--- config.mk ---
export PLATFORM = sky130hd
export DESIGN_NAME = ratacc_divider
export DESIGN_NICKNAME = d
export VERILOG_FILES = /design/src/hw/rtl/rational_accumulator_unit_defines.svh /design/src/hw/rtl/ratacc_pkg.sv /design/src/hw/rtl/ratacc_divider.sv
export SDC_FILE = /design/constraint.sdc
export NUM_CORES = 1
export LEC_CHECK = 0
export BUFFER_PORTS_ARGS = -buffer_cell sky130_fd_sc_hd__clkbuf_2
export CAP_MARGIN = 10
export CELL_PAD_IN_SITES_DETAIL_PLACEMENT = 0
export CELL_PAD_IN_SITES_GLOBAL_PLACEMENT = 1
export CORE_AREA = 2 2 173 175
export DETAILED_ROUTE_END_ITERATION = 16
export DIE_AREA = 0 0 175 177
export PLACE_DENSITY = 0.77
export SLEW_MARGIN = 15
export SYNTH_ARGS = -nofsm -noshare
export SYNTH_HDL_FRONTEND = slang
export SYNTH_SLANG_ARGS = --single-unit
--- constraint.sdc ---
create_clock -name clk -period 4 [get_ports clk]
set_input_delay 0.6 -clock clk [delete_from_list [all_inputs] [get_ports clk]]
set_output_delay 0.6 -clock clk [all_outputs]
set_load 0.005 [all_outputs]
--- src/hw/rtl/rational_accumulator_unit_defines.svh ---
// Assertion macros shared by the rational accumulator RTL.
`ifndef RATIONAL_ACCUMULATOR_UNIT_DEFINES_SVH
`define RATIONAL_ACCUMULATOR_UNIT_DEFINES_SVH

// Implication checked on every rising clock edge outside reset.
`define RA_ASSERT_IMP(label, clk, rst_n, ante, cons, msg) \
    label: assert property (@(posedge clk) disable iff (!rst_n) (ante) |-> (cons)) \
        else $error(msg);

// Condition that must hold on every rising clock edge outside reset.
`define RA_ASSERT_ALWAYS(label, clk, rst_n, cond, msg) \
    label: assert property (@(posedge clk) disable iff (!rst_n) (cond)) else $error(msg);

`endif

--- src/hw/rtl/ratacc_pkg.sv ---
// ----------------------------------------------------------------------------
// ratacc_pkg
// Types and constants shared by the rational accumulator modules.
// ----------------------------------------------------------------------------
package ratacc_pkg;

    localparam int WORD_BITS = 32;
    localparam int WIDE_BITS = 64;

    // Command codes.
    localparam logic CMD_LOAD = 1'b0;
    localparam logic CMD_ADD  = 1'b1;

    // Status codes.
    localparam logic [1:0] STATUS_OK       = 2'd0;
    localparam logic [1:0] STATUS_ZERO_DEN = 2'd1;
    localparam logic [1:0] STATUS_OVERFLOW = 2'd2;

    typedef struct packed {
        logic               cmd;
        logic signed [31:0] operand_num;
        logic signed [31:0] operand_den;
    } in_item_t;

    typedef struct packed {
        logic signed [31:0] result_num;
        logic        [30:0] result_den;
        logic               is_nonzero;
        logic               less_than;
        logic               equal;
        logic        [1:0]  status;
    } out_item_t;

    // Request to and reply from the shared divider.
    typedef struct packed {
        logic start;
    } div_ctl_t;

    typedef struct packed {
        logic busy;
        logic done;
    } div_sts_t;

endpackage

--- src/hw/rtl/ratacc_divider.sv ---
// ----------------------------------------------------------------------------
// ratacc_divider
// Unsigned 64-bit restoring divider, one quotient bit per cycle.
// ----------------------------------------------------------------------------
module ratacc_divider
    import ratacc_pkg::*;
(
    input  logic                   clk,
    input  logic                   rst_n,
    input  div_ctl_t               ctl,
    input  logic [WIDE_BITS-1:0]   dividend,
    input  logic [WIDE_BITS-1:0]   divisor,
    output div_sts_t               sts,
    output logic [WIDE_BITS-1:0]   quotient,
    output logic [WIDE_BITS-1:0]   remainder
);

    localparam int CNT_BITS = $clog2(WIDE_BITS + 1);

    logic [WIDE_BITS-1:0] quo_reg, quo_next;
    logic [WIDE_BITS-1:0] rem_reg, rem_next;
    logic [WIDE_BITS-1:0] dsr_reg, dsr_next;
    logic [CNT_BITS-1:0]  cnt_reg, cnt_next;
    logic                 busy_reg, busy_next;
    logic                 done_reg, done_next;
    logic [WIDE_BITS:0]   trial;
    logic [WIDE_BITS:0]   shifted;

    // One shift-and-subtract step per cycle.
    always_comb
    begin
        quo_next  = quo_reg;
        rem_next  = rem_reg;
        dsr_next  = dsr_reg;
        cnt_next  = cnt_reg;
        busy_next = busy_reg;
        done_next = 1'b0;
        shifted   = {rem_reg, quo_reg[WIDE_BITS-1]};
        trial     = shifted - {1'b0, dsr_reg};
        if (ctl.start)
        begin
            quo_next  = dividend;
            rem_next  = '0;
            dsr_next  = divisor;
            cnt_next  = CNT_BITS'(WIDE_BITS);
            busy_next = 1'b1;
        end
        else if (busy_reg)
        begin
            if (!trial[WIDE_BITS])
            begin
                rem_next = trial[WIDE_BITS-1:0];
                quo_next = {quo_reg[WIDE_BITS-2:0], 1'b1};
            end
            else
            begin
                rem_next = shifted[WIDE_BITS-1:0];
                quo_next = {quo_reg[WIDE_BITS-2:0], 1'b0};
            end
            cnt_next = cnt_reg - 1'b1;
            if (cnt_reg == CNT_BITS'(1))
            begin
                busy_next = 1'b0;
                done_next = 1'b1;
            end
        end
    end

    always_ff @(posedge clk or negedge rst_n)
    begin
        if (!rst_n)
        begin
            busy_reg <= 1'b0;
            done_reg <= 1'b0;
            cnt_reg  <= '0;
        end
        else
        begin
            busy_reg <= busy_next;
            done_reg <= done_next;
            cnt_reg  <= cnt_next;
        end
    end

    always_ff @(posedge clk)
    begin
        quo_reg <= quo_next;
        rem_reg <= rem_next;
        dsr_reg <= dsr_next;
    end

    assign sts.busy  = busy_reg;
    assign sts.done  = done_reg;
    assign quotient  = quo_reg;
    assign remainder = rem_reg;

endmodule

==> flow_summary.json <==
{
  "run_status": "finished, final reports clean",
  "chipHeight_um": 177,
  "cts.root.buffer_cell": "clkbuf_16",
  "detailedPlacementHpwl_um": 25300,
  "timing.setup.critical_path_class": "reg2reg",
  "clock_sink_count": 201,
  "fin_total_pwr_mw": 10.6,
  "met3_usage": 0.0503,
  "clk_path_buf_depth": 3,
  "pwr_density_cell_nw_per_um2": 723,
  "maxSlewHeadroom": 0.457,
  "wl_per_cell_um": 17.8,
  "gr-max-usage-layer": "met2",
  "critical_path_peak_fanout": 12,
  "die_width_um": 175,
  "global_route.usage.met2": 0.368,
  "multi_input_combinational_cell_area_sq_um": 6080,
  "postPlaceCellArea_sq_um": 13700,
  "critical_path.startpoint_type": "register",
  "postSynthRegisterBits": 201,
  "final_min_period_over_clock_period": 0.937,
  "drcViolationCount": 0,
  "grt_pass1_wl_um": 54000,
  "postSynthAreaPerCell_sq_um": 9.50,
  "h_tree_depth_reported_by_cts": 1,
  "postSynthCellCount": 1270,
  "global_route.overflow_total": 0,
  "finish.net_count": 1706,
  "io-pin-count": 261,
  "first_global_vias": 10300,
  "min_path_type": "in2reg",
  "power.leakage_nw": 6.41,
  "max_slew_vio_count": 0,
  "synth.distinct_cells": 67,
  "clk_pin_slew_ns": 0.06,
  "synth-edff-count": 128,
  "yosysTopAreaCell": "edfxtp_1",
  "met1_usage": 0.271,
  "max_rail_drop_vdd_mv": 0.378,
  "detail_route.first_pass.iterations": 5,
  "initial_core_util": 0.413,
  "nFillCells": 2789,
  "rows": 63,
  "postRouteWirelength_um": 34200,
  "hold_viol_final": 0,
  "yosysWarnings": 0,
  "initialDrtViolationCount": 496,
  "number_of_buffers_inserted_by_port_buffering": 260,
  "layout.cells.most_common": "clkbuf_2",
  "crit_required_ns": 4.46,
  "tritoncts_clock_tree": "built",
  "timing.final.crit_period_ns": 3.75,
  "vias_per_cell": 5.42,
  "largest_net_degree_at_the_start_of_global_routing": 100,
  "ys_dominant_reg_cell": "edfxtp_1",
  "worst_slew_pin_slew_ns": 0.815,
  "global_route.usage.total": 0.215,
  "clock_insertion_delay_worst_skew_ns": 0.54,
  "achievable-frequency_mhz": 267,
  "clock-skew-final_ns": 0.0145,
  "endpoint_kind": "register",
  "synth_largest_type_area_fraction": 0.319,
  "layout_common_cells": "259 x clkbuf_2, 154 x nand2_1, 128 x edfxtp_1",
  "yosys-top-cells-area": "edfxtp_1 32%, dfxtp_1 11%, ha_1 6.8%",
  "synthesis.area_sq_um": 12100,
  "grt_antenna_before_repair": 1,
  "worstPathArrival_ns": 4.21,
  "ant_nets": 0,
  "dieArea_sq_um": 31000,
  "via_count": 10400,
  "asyncSetResetFlopFracSynth": 0.0448,
  "synth_nets": 1468,
  "routabilityCongestion": 0.899,
  "area_growth_syn_to_layout_pct": 21.5,
  "drv_cap": 0,
  "coreArea_sq_um": 29200,
  "tritoncts.num_buffers": 25,
  "setup-violations-final": 0,
  "register_area_sq_um": 5350,
  "post_route_cells_drive_above_1_share": 0.261,
  "synth_seq_area_share": 0.443,
  "final_cell_area_sq_um": 14700
}
path summary, 6_finish.rpt:
check | startpoint | endpoint | slack, ns | cells after the start
max | quotient[63] | remainder[5] | 0.25 | 13
min | divisor[13] | dsr_reg[13] | 0.23 | 1
max reg2reg | quotient[63] | remainder[5] | 0.25 | 13
min reg2reg | cnt_reg[6] | cnt_reg[6] | 0.51 | 2
max in group asynchronous | rst_n | busy_reg | 3.31 | 2
min in group asynchronous | rst_n | cnt_reg[3] | 0.46 | 2
cell usage after synthesis (5+ instances only):
| cell | number |
|---|---|
| nand2_1 | 155 |
| edfxtp_1 | 128 |
| nor2_1 | 121 |
| a21oi_1 | 93 |
| inv_1 | 91 |
| ha_1 | 66 |
| dfxtp_1 | 64 |
| mux2_2 | 63 |
| o21ai_0 | 57 |
| clkbuf_1 | 52 |
| a311oi_1 | 47 |
| xnor2_1 | 33 |
| xor2_1 | 23 |
| nand4_1 | 21 |
| nor3_1 | 21 |
| nand3_1 | 19 |
| a21o_1 | 17 |
| o21bai_1 | 15 |
| nand2b_1 | 13 |
| a211oi_1 | 9 |
| a31oi_1 | 9 |
| dfrtp_1 | 9 |
| nor2b_1 | 9 |
| o21a_1 | 9 |
| buf_4 | 8 |
| a211o_1 | 6 |
| a21boi_0 | 6 |
| buf_2 | 6 |
| mux2i_1 | 6 |
| o211ai_1 | 6 |
| o31ai_1 | 6 |
| or3_1 | 6 |
| and3_1 | 5 |
| o221ai_1 | 5 |
logic make-up (layout without fill, tap and decap cells):
family / count (synthesis) / count (layout) / synth area share
other cells: 0 / 1 / 0
buf+inv: 162 / 419 / 0.0557
flops: 201 / 201 / 0.443
fa+ha+maj: 67 / 67 / 0.0701
simple gates: 395 / 395 / 0.145
mux: 69 / 69 / 0.0638
compound gates: 320 / 320 / 0.181
xor+xnor: 56 / 56 / 0.0407
report_power, final:
group | total, mW | internal (mW) | switching, mW
registers | 3.19 | 2.72 | 0.470
logic | 5.04 | 2.09 | 2.96
clock network | 2.37 | 1.44 | 0.935
total | 10.6 | 6.24 | 4.37
layer usage:
metal / share of wire / vias to the layer above
li1: - / 5108
met1: 0.42 / 4888
met2: 0.48 / 322
met3: 0.068 / 66
met4: 0.032 / 2
met5: 0.00038 / -
final cells by class:
type,instances,share of cell area
tap,390,0.0333
sequential,201,0.365
antenna,1,0.000171
clock inverter,13,0.0128
multi-input combinational,907,0.415
timing repair buffer,282,0.105
inverter,91,0.0233
clock buffer,33,0.0454
repair_timing:
item	CTS	global route
gates resized for setup	2	11
endpoints found under the setup margin	5	65
setup buffers	0	4
hold buffers	1	0
pin swaps	0	4
gates cloned	0	1
endpoints found under the hold margin	9	0
through the flow:
stage | cells | util | setup slack (ns) | TNS [ns] | hold WS, ns
after CTS | 1912 | 0.498 | 0.0102 | 0 | 0.200
after floorplan | 1270 | - | 0.509 | 0 | 0.304
after global placement | 1865 | 0.468 | 0.166 | 0 | 0.468
final | 1918 | 0.501 | 0.252 | 0 | 0.226
after detailed placement | 1865 | 0.468 | -0.00298 | -0.00298 | 0.474
after global routing | 1917 | 0.501 | -0.0229 | -0.0322 | 0.205
critical path, stage by stage, from the launching register on:
cell and delay [ns]:
edfxtp_1 0.37, inv_1 0.05, ha_1 0.22, fa_1 0.39, nand2b_1 0.22, a21oi_4 0.21, o2111ai_4 0.20, a2111oi_4 0.47
o21ai_4 0.14, a2111oi_4 0.36, or3_4 0.23, nand2_4 0.13, or3_1 0.41, a311oi_1 0.25
No activity file was read; power rests on OpenSTA's default activity.
